`config.mk`:
```
export PLATFORM = sky130hd
export DESIGN_NAME = soq_cell
export DESIGN_NICKNAME = d
export VERILOG_FILES = /design/src/hdl/sorted_open_list_queue_defines.svh /design/src/hdl/soq_pkg.sv /design/src/hdl/soq_cell.sv
export SDC_FILE = /design/constraint.sdc
export NUM_CORES = 1
export LEC_CHECK = 0
export ABC_AREA = 1
export BUFFER_PORTS_ARGS = -buffer_cell sky130_fd_sc_hd__buf_2
export CAP_MARGIN = 10
export CORE_MARGIN = 4
export CORE_UTILIZATION = 49
export CTS_CLUSTER_SIZE = 16
export DETAILED_ROUTE_END_ITERATION = 8
export HOLD_SLACK_MARGIN = 0.06
export MAX_ROUTING_LAYER = met4
export PLACE_DENSITY_LB_ADDON = 0.3
export SYNTH_ARGS = -nofsm -noshare
export SYNTH_HDL_FRONTEND = slang
export SYNTH_SLANG_ARGS = --single-unit
```
`constraint.sdc`:
```
create_clock -name clock -period 6.77 [get_ports clock]
set_input_delay 2.031 -clock clock [delete_from_list [all_inputs] [get_ports clock]]
set_output_delay 2.031 -clock clock [all_outputs]
set_load 0.05 [all_outputs]
```
`src/hdl/sorted_open_list_queue_defines.svh`:
```
// Assertion macros for the sorted open list queue.
// Included by the top level; depends on nothing else.
`ifndef SORTED_OPEN_LIST_QUEUE_DEFINES_SVH
`define SORTED_OPEN_LIST_QUEUE_DEFINES_SVH

// Same-cycle implication, disabled while reset is high.
`define SOQ_ASSERT_NOW(label, clk, rst, ante, cons, msg) \
   label: assert property (@(posedge clk) disable iff (rst) (ante) |-> (cons)) \
      else $error(msg);

// Next-cycle implication, disabled while reset is high.
`define SOQ_ASSERT_NEXT(label, clk, rst, ante, cons, msg) \
   label: assert property (@(posedge clk) disable iff (rst) (ante) |=> (cons)) \
      else $error(msg);

`endif

```
`src/hdl/soq_pkg.sv`:
```
// Shared sizes, payload types, cell control codes and controller states
// for the sorted open list queue. No dependencies.
`default_nettype none

package soq_pkg;

   localparam int QUEUE_DEPTH = 64;
   localparam int COORD_BITS  = 10;
   localparam int COST_BITS   = 16;
   localparam int CNT_BITS    = $clog2(QUEUE_DEPTH + 1);

   typedef logic [COORD_BITS-1:0] coord_type;
   typedef logic [COST_BITS-1:0]  cost_type;
   typedef logic [CNT_BITS-1:0]   cnt_type;

   typedef enum logic [1:0] {
      OP_PUSH     = 2'd0,
      OP_POP      = 2'd1,
      OP_CONTAINS = 2'd2,
      OP_UPDATE   = 2'd3
   } opcode_type;

   typedef struct packed {
      opcode_type opcode;
      coord_type  x;
      coord_type  y;
      cost_type   dist_req;
      cost_type   priority_req;
      coord_type  parent_x;
      coord_type  parent_y;
   } req_type;

   typedef struct packed {
      coord_type out_x;
      coord_type out_y;
      cost_type  out_dist;
      cost_type  out_priority;
      coord_type out_parent_x;
      coord_type out_parent_y;
      logic      entry_valid;
      logic      found;
      logic      error;
      cnt_type   count;
   } rsp_type;

   typedef struct packed {
      coord_type x;
      coord_type y;
      cost_type  start_dist;
      cost_type  prio;
      coord_type par_x;
      coord_type par_y;
   } entry_type;

   // An entry as it sits in a cell; moved marks an entry hit by a contains or an update.
   typedef struct packed {
      entry_type entry;
      logic      moved;
   } slot_type;

   typedef enum logic [2:0] {
      CELL_HOLD   = 3'd0,
      CELL_PUSH   = 3'd1,
      CELL_POP    = 3'd2,
      CELL_MARK   = 3'd3,
      CELL_UPDATE = 3'd4,
      CELL_SORT   = 3'd5
   } cell_op_type;

   typedef struct packed {
      cell_op_type op;
      entry_type   item;
      logic        phase;
   } cell_ctl_type;

   typedef enum logic [1:0] {
      ST_IDLE   = 2'd0,
      ST_REDUCE = 2'd1,
      ST_SORT   = 2'd2,
      ST_FINISH = 2'd3
   } state_type;

endpackage

`default_nettype wire

```
`src/hdl/soq_cell.sv`:
```
// One cell of the sorted chain: holds a single entry and trades it with its
// neighbors on push, pop and the odd-even exchange passes. Uses soq_pkg.
`default_nettype none

module soq_cell import soq_pkg::*; (
   input  wire logic         clock,
   input  wire cell_ctl_type ctl,
   input  wire logic         occupied,
   input  wire logic         occupied_right,
   input  wire logic         pair_low,
   input  wire slot_type     left_slot,
   input  wire slot_type     right_slot,
   input  wire logic         left_ins,
   input  wire logic         left_swap,
   output      slot_type     slot,
   output      logic         ins,
   output      logic         swap_right
);

   slot_type slot_ff;
   slot_type slot_in;
   logic     hit;

   assign slot = slot_ff;

   // Everything from the first entry of greater priority onward moves right.
   assign ins = !occupied || (slot_ff.entry.prio > ctl.item.prio);

   assign hit = occupied && (slot_ff.entry.x == ctl.item.x) &&
                (slot_ff.entry.y == ctl.item.y);

   // Moved entries sort behind unmoved entries of equal priority.
   assign swap_right = occupied_right &&
                       ((slot_ff.entry.prio > right_slot.entry.prio) ||
                        ((slot_ff.entry.prio == right_slot.entry.prio) &&
                         slot_ff.moved && !right_slot.moved));

   always_comb begin
      slot_in = slot_ff;
      unique case (ctl.op)
         CELL_HOLD: begin
            slot_in = slot_ff;
         end
         CELL_PUSH: begin
            if (ins) begin
               slot_in.entry = left_ins ? left_slot.entry : ctl.item;
               slot_in.moved = 1'b0;
            end
         end
         CELL_POP: begin
            slot_in = right_slot;
         end
         CELL_MARK: begin
            slot_in.moved = hit;
         end
         CELL_UPDATE: begin
            slot_in.moved = hit;
            if (hit) begin
               slot_in.entry.prio  = ctl.item.prio;
               slot_in.entry.par_x = ctl.item.par_x;
               slot_in.entry.par_y = ctl.item.par_y;
            end
         end
         CELL_SORT: begin
            if (pair_low && swap_right) begin
               slot_in = right_slot;
            end else if (!pair_low && left_swap) begin
               slot_in = left_slot;
            end
         end
         default: begin
            slot_in = slot_ff;
         end
      endcase
   end

   always_ff @(posedge clock) begin
      slot_ff <= slot_in;
   end

endmodule

`default_nettype wire

```
; ---- Yosys cells after proc, flatten, opt, wreduce, memory -nomap -nowiden
; Index checks and enable logic that the tools add are counted.
[word_totals]
memories = 0
mem_bits_ro = 0
latchBits = 0
inputBits = 228
output_inout_bits = 75
regBits = 73
mem_bits_rw = 0
wordCells = 47
[classes]
muxes = 8
mul = 0
n_eq_ne = 11
bitwise_logic = 0
n_addsub = 0
shift = 0
reduce_logical = 19
div = 0
order_cmp = 2
[ops]
columns = operator, count
row1 = $mux W73, 3
row2 = $pmux W36 S4, 1
row3 = $pmux W36 S3, 1
row4 = $mux W72, 1
row5 = $mux W36, 1
row6 = $gt A16 B16 Y1, 2
row7 = $eq A10 B10 Y1, 2
row8 = $eq A16 B16 Y1, 1
row9 = $reduce_bool A4 Y1, 2
row10 = $logic_and A1 B1 Y1, 7
row11 = $eq A3 B2 Y1 const B, 2
row12 = $eq A3 B3 Y1 const B, 2
row13 = $reduce_and A3 Y1, 2
row14 = $ne A2 B2 Y1 const B, 2
row15 = $pmux W1 S4, 1
row16 = $reduce_and A4 Y1, 1
row17 = $eq A3 B1 Y1 const B, 1
row18 = $logic_not A1 Y1, 3
row19 = $ne A3 B3 Y1 const B, 1
row20 = $reduce_bool A3 Y1, 1
row21 = $logic_or A1 B1 Y1, 2
row22 = $reduce_or A2 Y1, 1

; ---- Logic depth before layout (Yosys ltp)
; Gate-level depths: netlist of the first run.
[depth]
ltp_word = 8
depth_mapped = 17
mapped_depth_nobuf = 15

; ---- Worst setup path after synthesis of the first run
; No wires, ideal clock.
[synth_timing]
kind = input port to output port
startpoint = in right_slot[24] (netlist name)
endpoint = out swap_right
setup_slack_ps = 1286
n_path_buf = 1
required_ps = 4739
path_stages = 9
arrival_time_ps = 3453
cell_sequence = inv_1 ha_1 nand2_1 inv_1 nand3_1 nor3_2 nand3_1 a21boi_2 buf_2
[synth_between]
elab_chain_len = 5
elab_cells_between_ends = 6
[synth_lines]
columns = item, line
row1 = from (decl), soq_cell.sv:12  ; input wire slot_type right_slot,
row2 = branches (longest 3 deep; another with $gt A16 B16 Y1), --
row3 = $logic_or A1 B1 Y1 *, soq_cell.sv:34  ; ((slot_ff.entry.prio > right_slot.entry.prio) ||
row4 = $logic_and A1 B1 Y1 *, soq_cell.sv:33  ; assign swap_right = occupied_right &&
row5 = to (decl), soq_cell.sv:17  ; output logic swap_right
; Every way passes the cells marked *.

; ---- Worst setup path in the final report of the first run
; Same ends and word-level chain as after synthesis.

==> results of run 1 <==
==> worst paths after layout <==
kind / start / end / slack [ns]
setup / recovery: right_slot[24] / swap_right / 1.06
hold / removal: slot[64] / slot[0] / 0.99
setup reg to reg: slot[24] / slot[26] / 3.26
hold reg to reg: slot[64] / slot[0] / 0.99
==> power breakdown <==
part | switching (mW) | leakage [nW] | internal (mW) | total, mW
clock network | 0.203 | 0.147 | 0.320 | 0.523
registers | 0.0216 | 0.698 | 0.558 | 0.580
logic | 0.423 | 3.88 | 0.193 | 0.616
==> worst max-delay path, stage by stage <==
cell and delay [ns]:
sky130_fd_sc_hd__buf_2 0.10, sky130_fd_sc_hd__inv_1 0.07, sky130_fd_sc_hd__ha_1 0.31, sky130_fd_sc_hd__nand2_1 0.06
sky130_fd_sc_hd__inv_1 0.09, sky130_fd_sc_hd__nand3_1 0.09, sky130_fd_sc_hd__nor3_2 0.19, sky130_fd_sc_hd__nand3_1 0.17
sky130_fd_sc_hd__a21boi_2 0.25, sky130_fd_sc_hd__buf_2 0.32
==> logic make-up after synthesis <==
kind of cell	synth area share
AOI/OAI and AO/OA	0.190
muxes	0.00637
buffers and inverters	0.146
and+or+nand+nor	0.279
DFF	0.310
adders and majority gates	0.0566
xor gates and xnor gates	0.0111
==> through the flow <==
step	instance area (sq um)	total power, mW
2_1_floorplan	7080	1.00
3_3_place_gp	8620	1.19
3_5_place_dp	8620	1.20
4_1_cts	8920	1.72
5_1_grt	8930	1.79
6_report	8930	1.72
==> cell usage after synthesis, types with 13 or more instances <==
master	count	area share
sky130_fd_sc_hd__o22ai_1	17	0.015
sky130_fd_sc_hd__nand4_1	29	0.026
sky130_fd_sc_hd__o21ai_0	52	0.037
sky130_fd_sc_hd__nand3_1	54	0.038
sky130_fd_sc_hd__o21bai_1	24	0.025
sky130_fd_sc_hd__clkbuf_1	44	0.023
sky130_fd_sc_hd__edfxtp_1	73	0.31
sky130_fd_sc_hd__inv_1	192	0.10
sky130_fd_sc_hd__ha_1	32	0.057
sky130_fd_sc_hd__nand3b_1	13	0.014
sky130_fd_sc_hd__a221oi_1	23	0.028
sky130_fd_sc_hd__a211oi_1	24	0.025
sky130_fd_sc_hd__nand2_1	289	0.15
sky130_fd_sc_hd__nor2_1	62	0.033
sky130_fd_sc_hd__o211ai_1	24	0.025
sky130_fd_sc_hd__a21oi_1	37	0.026
==> cell type report <==
class / count / area, sq um
Fill cell: 1332 / 5060
Multi-Input combinational cell: 716 / 3880
Sequential cell: 73 / 2190
Timing Repair Buffer: 312 / 1590
Inverter: 193 / 724
Clock buffer: 11 / 233
Tap cell: 180 / 225
Clock inverter: 4 / 68.8
Antenna cell: 4 / 10.0
==> metal layers <==
metal	part of all wire	track usage	vias up
met5	0	-	-
met4	0.032	0.125	0
met3	0.098	0.0508	65
met2	0.50	0.514	462
met1	0.37	0.353	3772
li1	-	-	3993
==> cells in the final DEF, fill, tap and decap left out, types with 24 or more instances in the layout <==
cell type                  synthesis  routed
sky130_fd_sc_hd__o211ai_1         24      24
sky130_fd_sc_hd__inv_1           192     192
sky130_fd_sc_hd__a21oi_1          37      37
sky130_fd_sc_hd__a211oi_1         24      24
sky130_fd_sc_hd__o21bai_1         24      24
sky130_fd_sc_hd__nor2_1           62      56
sky130_fd_sc_hd__nand2_1         289     289
sky130_fd_sc_hd__nand3_1          54      54
sky130_fd_sc_hd__edfxtp_1         73      73
sky130_fd_sc_hd__buf_2             6     300
sky130_fd_sc_hd__o21ai_0          52      52
sky130_fd_sc_hd__nand4_1          29      29
sky130_fd_sc_hd__ha_1             32      32
==> reports/summary.log, run 1 <==
INFO  critical_path  data_arrival_time_of_the_worst_path=3.68ns
INFO  clock_network  cts_hold_buffers=0
INFO  placed_design  placement.io_buffers=301
INFO  timing         timing.final.ws_setup=1.06ns
INFO  clock_network  cts_buffers=9
INFO  placed_design  gp_congestion=0.890
INFO  clock_network  cts_num_sinks=73
INFO  placed_design  pre_cts_ws=1.08ns
INFO  yosys          postSynth.asyncResetShare=0
INFO  critical_path  setup_crit_end_kind=primary output
INFO  floorplan      rows=43
INFO  placed_design  hpwlAfterDp=17.8mm
INFO  placed_design  placedCellCount=1474
INFO  clock_network  worst_skew_pair.late_latency=0.35ns
INFO  global_routing grt_max_degree=111
INFO  yosys          synth_cells=1047
INFO  critical_path  timing.critical_path.from_type=primary input
INFO  floorplan      die_height=128um
INFO  clock_network  clk_pin_slew=0.06ns
INFO  timing         final.setup.tns=0ns
INFO  finish         areaGrowthSynthToFinish=26.2%
INFO  global_routing first_pass_grt_wire_length=38.4mm
INFO  floorplan      core_area=0.0140sqmm
INFO  yosys          synth_cell_types=34
INFO  routing        route.detailed.drc=0
INFO  timing         timing_worst_slew_pin_value=1.19ns
INFO  min_path       worst_hold_path_type=reg -> reg
INFO  yosys          ys.warnings.count=0
INFO  timing         rsz0062_at_grt=no
INFO  run            max_cap_viol_count=0
INFO  global_routing gr-total-overflow=0
INFO  yosys          syn_nets=1307
INFO  yosys          yosysSeqAreaShare=0.310
INFO  run_status     status=complete, no violations
INFO  finish         final_cells=1493
INFO  floorplan      starting_density_of_the_core=0.506
INFO  timing         hold_viol_final=0
INFO  timing         max-slew-margin-rel=0.204
INFO  critical_path  critical_path_start_end_classification=in -> out
INFO  clock_network  cts-htree-levels=3
INFO  critical_path  reg2reg_depth=12
INFO  timing         setup_viol_count_final=0
INFO  floorplan      num_io_pins=303
INFO  floorplan      chip_width=128um
INFO  routing        dr.pass1.iters=5
INFO  clock_network  cts_resized=0
INFO  finish         max_reg_flops=73
INFO  timing         hold_slack=0.994ns
INFO  critical_path  critical_path_required=4.74ns
INFO  power          power.density=193mW/mm^2
INFO  yosys          syn-mean-instance-area=6.76squm
INFO  clock_network  setup_repair_bufs_after_cts=0
INFO  power          max-vdd-ir-drop=0.108mV
INFO  timing         drv_slew=0
INFO  yosys          syn_area=0.00708sqmm
INFO  global_routing grt_use_total=0.302
INFO  min_path       hold_depth=5
INFO  yosys          postSynth.topFlopCell=sky130_fd_sc_hd__edfxtp_1
INFO  global_routing first_global_vias=7885
INFO  power          total_leakage_power=4.72nW
INFO  finish         drive_gt1_frac=0.263
INFO  timing         period_needed=5.71ns
INFO  finish         final_core_utilization=0.638
INFO  global_routing grt_antenna_before_repair=4
INFO  timing         timing.fmax=175MHz
INFO  floorplan      floorplan.die_area=0.0164sqmm
INFO  clock_network  tritoncts=yes
INFO  yosys          yosys_register_bits=73
INFO  routing        detailroute.via_count=8292
INFO  clock_network  clock_path_buffers=2
INFO  routing        first_iter_violations=687
INFO  critical_path  crit_path_max_fanout=3
INFO  clock_network  cts-root-buf=sky130_fd_sc_hd__clkbuf_16
INFO  timing         fin_crit_sh=0.844
INFO  yosys          synth_enable_flop_cells=73
INFO  timing         skew=0.00640ns
INFO  routing        routed_wire_length_per_instance=16.8um
INFO  routing        detail-route-antenna-nets=0
INFO  routing        routed_wl=25.1mm
INFO  routing        detail_route.vias_per_cell=5.55
INFO  finish         final_nets=1565
No activity file was read; power rests on OpenSTA's default activity.
==> inputs of run 2 (changes only) <==
--- a/config.mk
+++ b/config.mk
@@ -9,7 +9,7 @@
 export BUFFER_PORTS_ARGS = -buffer_cell sky130_fd_sc_hd__buf_2
 export CAP_MARGIN = 10
 export CORE_MARGIN = 4
-export CORE_UTILIZATION = 49
+export CORE_UTILIZATION = 45
 export CTS_CLUSTER_SIZE = 16
 export DETAILED_ROUTE_END_ITERATION = 8
 export HOLD_SLACK_MARGIN = 0.06
==> constraint.sdc (replaced) <==
create_clock -name clock -period 5.22 [get_ports clock]
set_input_delay 1.566 -clock clock [delete_from_list [all_inputs] [get_ports clock]]
set_output_delay 1.566 -clock clock [all_outputs]
set_load 0.05 [all_outputs]
==> run 2 against run 1 <==
Die area grew 8.3%. Design area grew 1.0%. Register-to-register slack lost 1.0 ns. Flip-flop and latch count is the same. Clock skew grew 0.0024 ns. Largest power group unchanged.
==> reports/summary.log, run 2 (synthesized netlist as in run 1, its figures left out) <==
INFO  finish         most-common-layout-cells=sky130_fd_sc_hd__buf_2, sky130_fd_sc_hd__nand2_1, sky130_fd_sc_hd__inv_1 [unchanged]
INFO  critical_path  timing.critical_path.cells=buf_2, inv_1, ha_1, nand2_1, inv_1, nand3_1, nor3_2, nand3_1, a21boi_2, buf_2 [unchanged]
INFO  clock_network  clock_path_buffers=2 [unchanged]
INFO  global_routing grt_max_degree=111 [unchanged]
INFO  global_routing grt_use_total=0.278 [was 0.302]
INFO  finish         filler_cell_count=1504 [was 1332]
INFO  critical_path  crit_path_max_fanout=2 [was 3]
INFO  routing        routed_wl=24.8mm [was 25.1 mm]
INFO  run            max_cap_viol_count=0 [unchanged]
INFO  placed_design  pre_cts_ws=0.348ns [was 1.08 ns]
INFO  floorplan      num_io_pins=303 [unchanged]
INFO  floorplan      chip_width=133um [was 128 um]
INFO  routing        detailroute.via_count=8130 [was 8292]
INFO  critical_path  worst_path_dominant_cell_family=simple AND/OR/NAND/NOR gates [was buffers and inverters]
INFO  global_routing grt_antenna_before_repair=8 [was 4]
INFO  global_routing gr-total-overflow=0 [unchanged]
INFO  critical_path  critical_path_start_end_classification=in -> out [unchanged]
INFO  finish         sequential_cell_area=0.00219sqmm [unchanged]
INFO  power          max-vdd-ir-drop=0.143mV [was 0.108 mV]
INFO  timing         drv_slew=0 [unchanged]
INFO  routing        dr.pass1.iters=5 [unchanged]
INFO  floorplan      starting_density_of_the_core=0.462 [was 0.506]
INFO  timing         period_needed=4.91ns
INFO  clock_network  setup_repair_bufs_after_cts=0 [unchanged]
INFO  timing         timing.final.ws_setup=0.310ns [was 1.06 ns]
INFO  finish         max_reg_flops=73 [unchanged]
INFO  critical_path  setup_crit_end_kind=primary output [unchanged]
INFO  critical_path  critical_path_required=3.65ns [was 4.74 ns]
INFO  power          total_power=2.18mW [was 1.72 mW]
INFO  run_status     status=complete, no violations [unchanged]
INFO  routing        route.detailed.drc=0 [unchanged]
INFO  placed_design  hpwlAfterDp=17.8mm [about the same]
INFO  placed_design  placement.io_buffers=301 [unchanged]
INFO  routing        first_iter_violations=723 [was 687]
INFO  clock_network  clk_pin_slew=0.06ns [about the same]
INFO  finish         areaGrowthSynthToFinish=27.5% [was 26.2%]
INFO  finish         most_common_library_cell_in_the_layout_ignoring_fill_and_taps=sky130_fd_sc_hd__buf_2 [unchanged]
INFO  floorplan      core_area=0.0153sqmm [was 0.0140 sq mm]
INFO  floorplan      rows=45 [was 43]
INFO  timing         setup_viol_count_final=0 [unchanged]
INFO  routing        routed_wire_length_per_instance=16.2um [was 16.8 um]
INFO  clock_network  cts-root-buf=sky130_fd_sc_hd__clkbuf_16 [unchanged]
INFO  clock_network  cts_hold_buffers=0 [unchanged]
INFO  timing         hold_viol_final=0 [unchanged]
INFO  timing         max-slew-margin-rel=0.355 [was 0.204]
INFO  critical_path  timing.critical_path.from_type=primary input [unchanged]
INFO  timing         fin_crit_sh=0.941
INFO  floorplan      floorplan.die_area=0.0178sqmm [was 0.0164 sq mm]
INFO  critical_path  cp_slowest_stage_delay=0.35ns [was 0.32 ns]
INFO  global_routing first_global_vias=7777 [was 7885]
INFO  clock_network  cts_resized=0 [unchanged]
INFO  min_path       worst_hold_path_type=reg -> reg [unchanged]
INFO  finish         final_nets=1571 [was 1565]
INFO  clock_network  cts_buffers=9 [unchanged]
INFO  placed_design  gp_congestion=0.902 [was 0.890]
INFO  critical_path  data_arrival_time_of_the_worst_path=3.34ns [was 3.68 ns]
INFO  clock_network  worst_skew_pair.late_latency=0.34ns [was 0.35 ns]
INFO  finish         total_area_of_multi_input_combinational_cells=0.00388sqmm [unchanged]
INFO  finish         drive_gt1_frac=0.267 [was 0.263]
INFO  floorplan      die_height=133um [was 128 um]
INFO  timing         final.setup.tns=0ns [unchanged]
INFO  power          power.density=242mW/mm^2 [was 193 mW/mm^2]
INFO  timing         timing_worst_slew_pin_value=0.967ns [was 1.19 ns]
INFO  clock_network  tritoncts=yes [unchanged]
INFO  global_routing first_pass_grt_wire_length=38.9mm [was 38.4 mm]
INFO  timing         timing.fmax=204MHz
INFO  critical_path  crit_slowest_cell=sky130_fd_sc_hd__a21boi_2 [was sky130_fd_sc_hd__buf_2]
INFO  critical_path  worst-path-buf-inv=4 [unchanged]
INFO  power          total_leakage_power=4.76nW [was 4.72 nW]
INFO  clock_network  cts-htree-levels=3 [unchanged]
INFO  routing        detail-route-antenna-nets=0 [unchanged]
INFO  routing        detail_route.vias_per_cell=5.30 [was 5.55]
INFO  clock_network  cts_num_sinks=73 [unchanged]
INFO  timing         rsz0062_at_grt=no [unchanged]
INFO  timing         skew=0.00884ns [was 0.00640 ns]
-- run 2: cell types whose count changed in the layout (fill, tap and decap cells not counted) --
cell | previous run | this run
sky130_fd_sc_hd__clkinv_2 | 1 | 3
sky130_fd_sc_hd__clkinv_1 | 1 | 2
sky130_fd_sc_hd__bufinv_16 | 2 | 1
sky130_fd_sc_hd__diode_2 | 4 | 8
sky130_fd_sc_hd__clkinv_4 | 0 | 1
sky130_fd_sc_hd__buf_12 | 0 | 1
sky130_fd_sc_hd__buf_4 | 12 | 17
sky130_fd_sc_hd__clkbuf_1 | 2 | 0
-- run 2: worst reg2reg max path, stage by stage (launching register included) --
cell and delay, ns:
sky130_fd_sc_hd__edfxtp_1 0.42, sky130_fd_sc_hd__ha_1 0.32, sky130_fd_sc_hd__nand2_1 0.06, sky130_fd_sc_hd__inv_1 0.06, sky130_fd_sc_hd__nand3_1 0.13, sky130_fd_sc_hd__nor3_2 0.22, sky130_fd_sc_hd__nand3_1 0.20, sky130_fd_sc_hd__nand2_4 0.33
sky130_fd_sc_hd__nand3_4 0.13, sky130_fd_sc_hd__o211ai_1 0.10, sky130_fd_sc_hd__nand2_1 0.17, sky130_fd_sc_hd__nor2_4 0.13, sky130_fd_sc_hd__buf_4 0.32
-- run 2: final cells by class --
cell class,instances,area share
Inverter,193,0.0803
Sequential cell,73,0.243
Clock inverter,7,0.00680
Clock buffer,9,0.0250
Tap cell,211,0.0293
Multi-Input combinational cell,716,0.430
Antenna cell,8,0.00222
Timing Repair Buffer,318,0.183
-- run 2: through the flow --
step / hold slack [ns] / cells / utilization / cell area [sq um]
5_1_grt: 1.07 / 1535 / 0.589 / 9020
3_5_place_dp: 0.956 / 1511 / 0.569 / 8710
6_report: 0.985 / 1535 / 0.589 / 9020
2_1_floorplan: 1.19 / 1047 / - / 7080
3_3_place_gp: 0.962 / 1511 / 0.569 / 8710
4_1_cts: 0.982 / 1527 / 0.588 / 9000
-- run 2: path summary, 6_finish.rpt --
| kind | from | end | slack [ns] | depth (start not counted) |
|---|---|---|---|---|
| setup reg to reg | slot[28] | slot[34] | 2.26 | 12 |
| hold reg to reg | slot[64] | slot[0] | 0.98 | 5 |
| hold / removal | slot[64] | slot[0] | 0.98 | 5 |
| setup / recovery | right_slot[28] | swap_right | 0.31 | 10 |
-- run 2: metal layers --
layer  vias to the layer above  GRT usage  share of wire
met5                         -          -              0
met4                         0      0.121          0.032
met3                        53     0.0480          0.083
met2                       402      0.456           0.48
met1                      3654      0.338           0.40
li1                       4021          -              -
-- run 2: power breakdown --
part           switching (mW)  internal [mW]  total (mW)
combinational           0.542          0.254       0.796
sequential             0.0298          0.723       0.753
clock                   0.266          0.366       0.631
